$ cat src/hw/rtl/wrms_pkg.sv
// constants and sequencer state type for the windowed rms meter
package wrms_pkg;

  localparam int SAMPLE_BITS = 10;
  localparam int MAX_WINDOW  = 64;
  localparam int WIN_W       = 7;
  localparam logic [WIN_W-1:0] WIN_RESET = WIN_W'(30);

  localparam int SUM_W  = 2 * SAMPLE_BITS + $clog2(MAX_WINDOW + 1);
  localparam int ROOT_W = (SUM_W + 1) / 2;
  localparam int WK_W   = 2 * ROOT_W;
  localparam int REM_W  = ROOT_W + 2;
  localparam int ALU_W  = REM_W + 2;
  localparam int STEP_W = $clog2(SUM_W);

  typedef enum logic [4:0] {
    S_IDLE = 5'b00001,
    S_ACC  = 5'b00010,
    S_DIV  = 5'b00100,
    S_SQRT = 5'b01000,
    S_DONE = 5'b10000
  } wrms_state_t;

endpackage

$ cat src/hw/rtl/windowed_rms_meter.sv
// windowed rms meter: square accumulator, shared subtract unit for divide and square root
// usage:
//   in channel (in_valid/in_ready/in_sample) takes one converter sample per word.
//   out channel (out_valid/out_ready/out_rms_value) gives one word per closed window:
//   floor(sqrt(floor(sum of squares / window))).
//   cfg_wr_en/cfg_wr_data write the window length (0 acts as 1, above 64 acts as 64);
//   write it only while the block is idle.
// sequence:
//   a sample that does not close a window passes through accept and accumulate.
//   a closing sample is accepted and accumulated, then worked out bit by bit:
//   one restoring divide bit per cycle, then one root bit per cycle, both on the
//   same compare/subtract unit, then a load of the output register.
//   in_ready is low for the whole of that sequence.
// reset:
//   window length returns to 30, sum and sample count clear, out_valid drops.
// stall:
//   the result sits in the output register while accumulation of the next window
//   goes on; a further finished window waits until that register is taken.
module windowed_rms_meter
  import wrms_pkg::*;
(
  input  logic                   clk,
  input  logic                   rst_n,
  input  logic                   in_valid,
  output logic                   in_ready,
  input  logic [SAMPLE_BITS-1:0] in_sample,
  output logic                   out_valid,
  input  logic                   out_ready,
  output logic [SAMPLE_BITS-1:0] out_rms_value,
  input  logic                   cfg_wr_en,
  input  logic [WIN_W-1:0]       cfg_wr_data
);

  wrms_state_t            state_r, state_nxt;
  logic [WIN_W-1:0]       win_r;
  logic [SAMPLE_BITS-1:0] sample_r, sample_nxt;
  logic [SUM_W-1:0]       sum_r, sum_nxt;
  logic [WIN_W-1:0]       count_r, count_nxt;
  logic [WIN_W-1:0]       div_r, div_nxt;
  logic [WK_W-1:0]        wk_r, wk_nxt;
  logic [REM_W-1:0]       rem_r, rem_nxt;
  logic [ROOT_W-1:0]      root_r, root_nxt;
  logic [STEP_W-1:0]      step_r, step_nxt;
  logic                   out_valid_r, out_valid_nxt;
  logic [SAMPLE_BITS-1:0] out_data_r, out_data_nxt;

  logic [WIN_W-1:0]         win_eff;
  logic [2*SAMPLE_BITS-1:0] square;
  logic [SUM_W-1:0]         sum_acc;
  logic [WIN_W-1:0]         cnt_inc;
  logic [ALU_W-1:0]         alu_a, alu_b;
  logic [ALU_W:0]           alu_diff;
  logic                     alu_ge;

  // effective window length
  always_comb begin
    priority if (win_r == '0) begin
      win_eff = WIN_W'(1);
    end else if (win_r > WIN_W'(MAX_WINDOW)) begin
      win_eff = WIN_W'(MAX_WINDOW);
    end else begin
      win_eff = win_r;
    end
  end

  assign square  = sample_r * sample_r;
  assign sum_acc = sum_r + SUM_W'(square);
  assign cnt_inc = count_r + WIN_W'(1);

  // shared compare/subtract unit
  assign alu_diff = {1'b0, alu_a} - {1'b0, alu_b};
  assign alu_ge   = ~alu_diff[ALU_W];

  always_comb begin
    alu_a = '0;
    alu_b = '0;
    unique case (state_r)
      S_DIV: begin
        alu_a = ALU_W'({rem_r[WIN_W-1:0], wk_r[SUM_W-1]});
        alu_b = ALU_W'(div_r);
      end
      S_SQRT: begin
        alu_a = ALU_W'({rem_r, wk_r[WK_W-1:WK_W-2]});
        alu_b = ALU_W'({root_r, 2'b01});
      end
      default: begin
        alu_a = '0;
        alu_b = '0;
      end
    endcase
  end

  always_comb begin
    state_nxt     = state_r;
    sample_nxt    = sample_r;
    sum_nxt       = sum_r;
    count_nxt     = count_r;
    div_nxt       = div_r;
    wk_nxt        = wk_r;
    rem_nxt       = rem_r;
    root_nxt      = root_r;
    step_nxt      = step_r;
    out_valid_nxt = out_valid_r & ~out_ready;
    out_data_nxt  = out_data_r;
    unique case (state_r)
      S_IDLE: begin
        if (in_valid) begin
          sample_nxt = in_sample;
          state_nxt  = S_ACC;
        end
      end
      S_ACC: begin
        if ((cnt_inc >= win_eff) || (cnt_inc == '0)) begin
          wk_nxt    = WK_W'(sum_acc);
          sum_nxt   = '0;
          count_nxt = '0;
          div_nxt   = win_eff;
          rem_nxt   = '0;
          step_nxt  = '0;
          state_nxt = S_DIV;
        end else begin
          sum_nxt   = sum_acc;
          count_nxt = cnt_inc;
          state_nxt = S_IDLE;
        end
      end
      S_DIV: begin
        // one quotient bit per cycle
        rem_nxt  = alu_ge ? REM_W'(alu_diff[WIN_W-1:0]) : REM_W'(alu_a[WIN_W-1:0]);
        wk_nxt   = WK_W'({wk_r[SUM_W-2:0], alu_ge});
        step_nxt = step_r + STEP_W'(1);
        if (step_r == STEP_W'(SUM_W - 1)) begin
          rem_nxt   = '0;
          root_nxt  = '0;
          step_nxt  = '0;
          state_nxt = S_SQRT;
        end
      end
      S_SQRT: begin
        // one root bit per cycle
        rem_nxt  = alu_ge ? alu_diff[REM_W-1:0] : alu_a[REM_W-1:0];
        root_nxt = {root_r[ROOT_W-2:0], alu_ge};
        wk_nxt   = {wk_r[WK_W-3:0], 2'b00};
        step_nxt = step_r + STEP_W'(1);
        if (step_r == STEP_W'(ROOT_W - 1)) begin
          state_nxt = S_DONE;
        end
      end
      S_DONE: begin
        if (!out_valid_r || out_ready) begin
          out_valid_nxt = 1'b1;
          out_data_nxt  = root_r[SAMPLE_BITS-1:0];
          state_nxt     = S_IDLE;
        end
      end
      default: begin
        state_nxt = S_IDLE;
      end
    endcase
  end

  always_ff @(posedge clk) begin
    if (!rst_n) begin
      state_r     <= S_IDLE;
      win_r       <= WIN_RESET;
      sum_r       <= '0;
      count_r     <= '0;
      out_valid_r <= 1'b0;
    end else begin
      state_r     <= state_nxt;
      sum_r       <= sum_nxt;
      count_r     <= count_nxt;
      out_valid_r <= out_valid_nxt;
      if (cfg_wr_en) begin
        win_r <= cfg_wr_data;
      end
    end
  end

  always_ff @(posedge clk) begin
    sample_r   <= sample_nxt;
    div_r      <= div_nxt;
    wk_r       <= wk_nxt;
    rem_r      <= rem_nxt;
    root_r     <= root_nxt;
    step_r     <= step_nxt;
    out_data_r <= out_data_nxt;
  end

  assign in_ready      = (state_r == S_IDLE);
  assign out_valid     = out_valid_r;
  assign out_rms_value = out_data_r;

`ifndef SYNTHESIS
  // divide remainder stays below the divisor
  a_div_rem: assert property (@(posedge clk) disable iff (!rst_n)
    (state_r == S_DIV) |-> (rem_r < REM_W'(div_r)))
    else $error("divide remainder out of range");

  // root remainder never exceeds twice the partial root
  a_sqrt_rem: assert property (@(posedge clk) disable iff (!rst_n)
    (state_r == S_SQRT) |-> (rem_r <= REM_W'({root_r, 1'b0})))
    else $error("root remainder out of range");

  // an open window never holds a full maximum window of samples
  a_count: assert property (@(posedge clk) disable iff (!rst_n)
    (state_r == S_IDLE) |-> (count_r < WIN_W'(MAX_WINDOW)))
    else $error("sample count out of range");

  // a finished root is only loaded into a free or draining output register
  a_load: assert property (@(posedge clk) disable iff (!rst_n)
    (state_r == S_DONE && out_valid_r && !out_ready) |=> (state_r == S_DONE))
    else $error("result overwrote a pending word");
`endif

endmodule

$ cat config.mk
export PLATFORM = sky130hd
export DESIGN_NAME = windowed_rms_meter
export DESIGN_NICKNAME = d
export VERILOG_FILES = /design/src/hw/rtl/wrms_pkg.sv /design/src/hw/rtl/windowed_rms_meter.sv
export SDC_FILE = /design/constraint.sdc
export NUM_CORES = 1
export LEC_CHECK = 0
export ABC_AREA = 1
export BUFFER_PORTS_ARGS = -buffer_cell sky130_fd_sc_hd__buf_2
export CAP_MARGIN = 20
export CORE_UTILIZATION = 33
export DETAILED_ROUTE_END_ITERATION = 6
export GPL_TIMING_DRIVEN = 0
export SLEW_MARGIN = 40
export SYNTH_ARGS = -nofsm -noshare
export SYNTH_HDL_FRONTEND = slang
export SYNTH_SLANG_ARGS = --single-unit
$ cat constraint.sdc
create_clock -name clk -period 5.69 [get_ports clk]
set_input_delay 0 -clock clk [delete_from_list [all_inputs] [get_ports clk]]
set_output_delay 0 -clock clk [all_outputs]
set_load 0.02 [all_outputs]
==> results.py <==
metrics = {
    "status": {
        "outcome": "finished, final reports clean",
    },
    "drt": {
        "drc_errors": 0,
        "drt-initial-drc-count": 562,
        "dr.pass1.iters": 5,
        "ant_nets": 0,
        "wire_per_inst_um": 12.9,
        "routed_wl_um": 26000,
        "via_per_inst": 4.50,
        "vias": 9108,
    },
    "power_and_ir_drop": {
        "peakVddDrop_mv": 0.330,
        "p_sw_w": 0.00240,
        "clockPowerShare": 0.218,
        "p_int_w": 0.00282,
        "pwr-share-seq": 0.237,
        "switching_share": 0.459,
        "finalPower_w": 0.00522,
        "cellLeakagePower_nw": 6.55,
        "power_density_mw_per_mm2": 406,
        "p_comb_frac": 0.545,
    },
    "place": {
        "portBuffers": 32,
        "placement.setup.worst_slack_ps": 85.6,
        "gp_congestion": 0.925,
        "dp_cells": 1964,
        "hpwl_um": 20600,
    },
    "worst_hold_path": {
        "hold_class": "input port to flip-flop",
        "hold_end": "win_r[6]",
        "hp-start": "cfg_wr_en",
        "holdPathStages": 3,
    },
    "worst_setup_path": {
        "crit_family": "adder cells",
        "slowest_delay_ps": 560,
        "critPathMaxFanout": 10,
        "path_class": "flip-flop to flip-flop",
        "cp_cell_sequence": "clkbuf_2, nand2_1, fa_1, inv_1, fa_1, fa_1, fa_1, inv_1, fa_1, inv_1, ha_1, nand2_1, nor2_1, nand3_1, nand3_1, nand2_1, nand3_1, nand2_1, nand2_1, nand3_1",
        "critPathSlowestCell": "fa_1",
        "critical_path_arrival_ps": 5560,
        "crit_required_ps": 5880,
        "r2r-end": "wk_r[20]",
        "rr_startpoint": "sample_r[1]",
        "crit_cells": 20,
        "r2r_slack_ps": 320,
        "end_kind": "flip-flop",
        "r2r_cells": 20,
        "startpoint_type": "flip-flop",
        "critical_path_buf_inv_count": 4,
    },
    "timing": {
        "timing.fmax_mhz": 186,
        "period_needed_ps": 5370,
        "setup_viol": 0,
        "finClkSkew_ps": 16.1,
        "max-slew-margin-rel": 0.519,
        "slew_violations": 0,
        "rsz0062_at_grt": "false",
        "period_share": 0.944,
        "tns_ps": 0,
        "worst_slack_ps": 318,
        "worst_pin_slew_ps": 722,
        "hold_violations": 0,
    },
    "cells_and_area": {
        "nets": 1732,
        "drive_above_1_share": 0.0762,
        "nFillCells": 3470,
        "antenna_cells": 0,
        "instances_no_fill": 2022,
        "post-route-util": 0.384,
        "layout_common_cells": "446 x nand2_1, 334 x inv_1, 114 x nor2_1",
        "syn2layout_area_growth_pct": 14.9,
        "final_common_cell": "nand2_1",
    },
    "flow_run": {
        "maxCapViolCount": 0,
    },
    "floorplan": {
        "rows": 67,
        "initial_utilization": 0.334,
        "dieHeight_um": 186,
        "io_pins": 34,
        "design.die.area_mm2": 0.0346,
        "die_w_um": 186,
        "core_mm2": 0.0334,
    },
    "global_routing": {
        "grtUsageMet3": 0.0248,
        "antenna_found_initial": 0,
        "use_met1": 0.216,
        "grt_usage": 0.166,
        "use_met2": 0.278,
        "top_usage_layer": "met2",
        "grt_pass1_wl_um": 45300,
        "grt_pass1_vias": 9381,
        "grt_overflow": 0,
        "grt_start_max_net_pins": 41,
    },
    "logic_synthesis": {
        "ys_warn_count": 0,
        "yosysUniqueCellTypes": 39,
        "syn_avg_cell_area_um2": 7.55,
        "syn_nets": 1653,
        "syn_inst": 1482,
        "synth-seq-cells": 137,
        "yosysSeqAreaShare": 0.326,
        "synthFlopType": "edfxtp_1",
        "synth-edff-count": 90,
        "synth_async_sr_flop_share": 0,
        "syn_area_mm2": 0.0112,
    },
    "clock_network": {
        "insertion_delay_ps": 440,
        "clk_pin_slew_worst_paths_ps": 70,
        "h-tree-depth": 4,
        "clock_tree.root_cell": "clkbuf_16",
        "cts_made_buffers": 17,
        "clock_sinks": 137,
        "post_cts_buffers": 0,
        "cts_tree": "built",
        "cts.path.max_buffers": 2,
    },
}
-- registers in the layout, indices dropped and copies added (netlist names) --
name           cells
wk_r              28
sum_r             27
rem_r             16
root_r            14
out_rms_value     10
sample_r          10
count_r            7
div_r              7
win_r              7
state_r            5
step_r             5
out_valid          1
-- synth_stat cells (2+ instances only) --
cell type / count / share of area
inv_2: 4 / 0.0013
a31oi_1: 2 / 0.0011
buf_1: 2 / 0.00067
o21ai_1: 2 / 0.00089
buf_2: 5 / 0.0022
nand3_1: 50 / 0.022
xnor2_1: 9 / 0.0070
or2_2: 2 / 0.0011
nand2_2: 13 / 0.0073
o221ai_1: 10 / 0.0078
a21oi_1: 57 / 0.026
o22ai_1: 7 / 0.0039
xor2_1: 22 / 0.017
ha_1: 82 / 0.092
nor3_1: 5 / 0.0022
nor2_1: 118 / 0.040
nand4_1: 15 / 0.0084
o21a_1: 2 / 0.0013
o21ai_0: 23 / 0.010
nand2_1: 446 / 0.15
a21oi_2: 10 / 0.0078
fa_1: 67 / 0.12
nand3b_1: 11 / 0.0074
dfxtp_1: 47 / 0.084
inv_1: 335 / 0.11
o21bai_1: 2 / 0.0013
o211ai_1: 5 / 0.0034
nand3_2: 2 / 0.0018
edfxtp_1: 90 / 0.24
clkbuf_1: 28 / 0.0094
-- logic make-up after synthesis --
| logic type | Yosys count | synth area share |
|---|---|---|
| DFF | 137 | 0.326 |
| buffers and inverters | 378 | 0.130 |
| xor gates and xnor gates | 31 | 0.0243 |
| adders and majority gates | 149 | 0.212 |
| AOI/OAI and AO/OA | 121 | 0.0641 |
| and+or+nand+nor | 666 | 0.244 |
-- how the worst max path moves through the flow --
stage / from / endpoint / slack [ps]
after floorplan: sample_r[3] / wk_r[26] / 800
after global routing: sample_r[1] / wk_r[20] / 8
final: sample_r[1] / wk_r[20] / 320
after detailed placement: sample_r[1] / wk_r[20] / 90
after global placement: sample_r[1] / wk_r[20] / 100
after CTS: sample_r[1] / wk_r[20] / 50
-- per-layer routing --
layer	routed length, um	vias up
met5	0	-
met4	598	0
met3	788	38
met2	12300	143
met1	12400	4228
li1	-	4699
-- power groups by stage --
stage	Combinational (W)	Sequential (W)	Clock [W]
after floorplan	0.00211	0.00124	0
after global placement	0.00279	0.00125	0
after detailed placement	0.00282	0.00125	0
after CTS	0.00285	0.00123	0.00116
after global routing	0.00329	0.00124	0.00120
final	0.00284	0.00124	0.00114
-- worst reg2reg max path, delay by kind of cell (launching register included) --
kind,cells,cell delay (ps)
buffers and inverters,4,470
adder cells (fa/ha/maj),6,3000
flip-flops,1,390
AND/OR/NAND/NOR,10,1260
-- timing repair --
action,in CTS,in global routing
gates resized for setup,0,13
hold endpoints to repair,21,0
hold buffers,31,0
endpoints found under the setup margin,0,31
-- final cells by class --
class | count | area (um2) | area share
Clock inverter | 11 | 93.8 | 0.00730
Buffer | 33 | 164 | 0.0128
Inverter | 340 | 1280 | 0.0995
Multi-Input combinational cell | 967 | 6110 | 0.476
Timing Repair Buffer | 65 | 498 | 0.0387
Sequential cell | 137 | 3640 | 0.283
Clock buffer | 21 | 503 | 0.0391
Tap cell | 448 | 561 | 0.0436
-- metrics by stage --
stage | area, um2 | hold WS [ps]
finish | 12900 | 19.0
global placement | 11900 | 178
detailed placement | 12000 | 179
floorplan | 11200 | 98.9
CTS | 12900 | 10.5
global route | 12900 | 86.7
(Power assumes the default switching activity.)
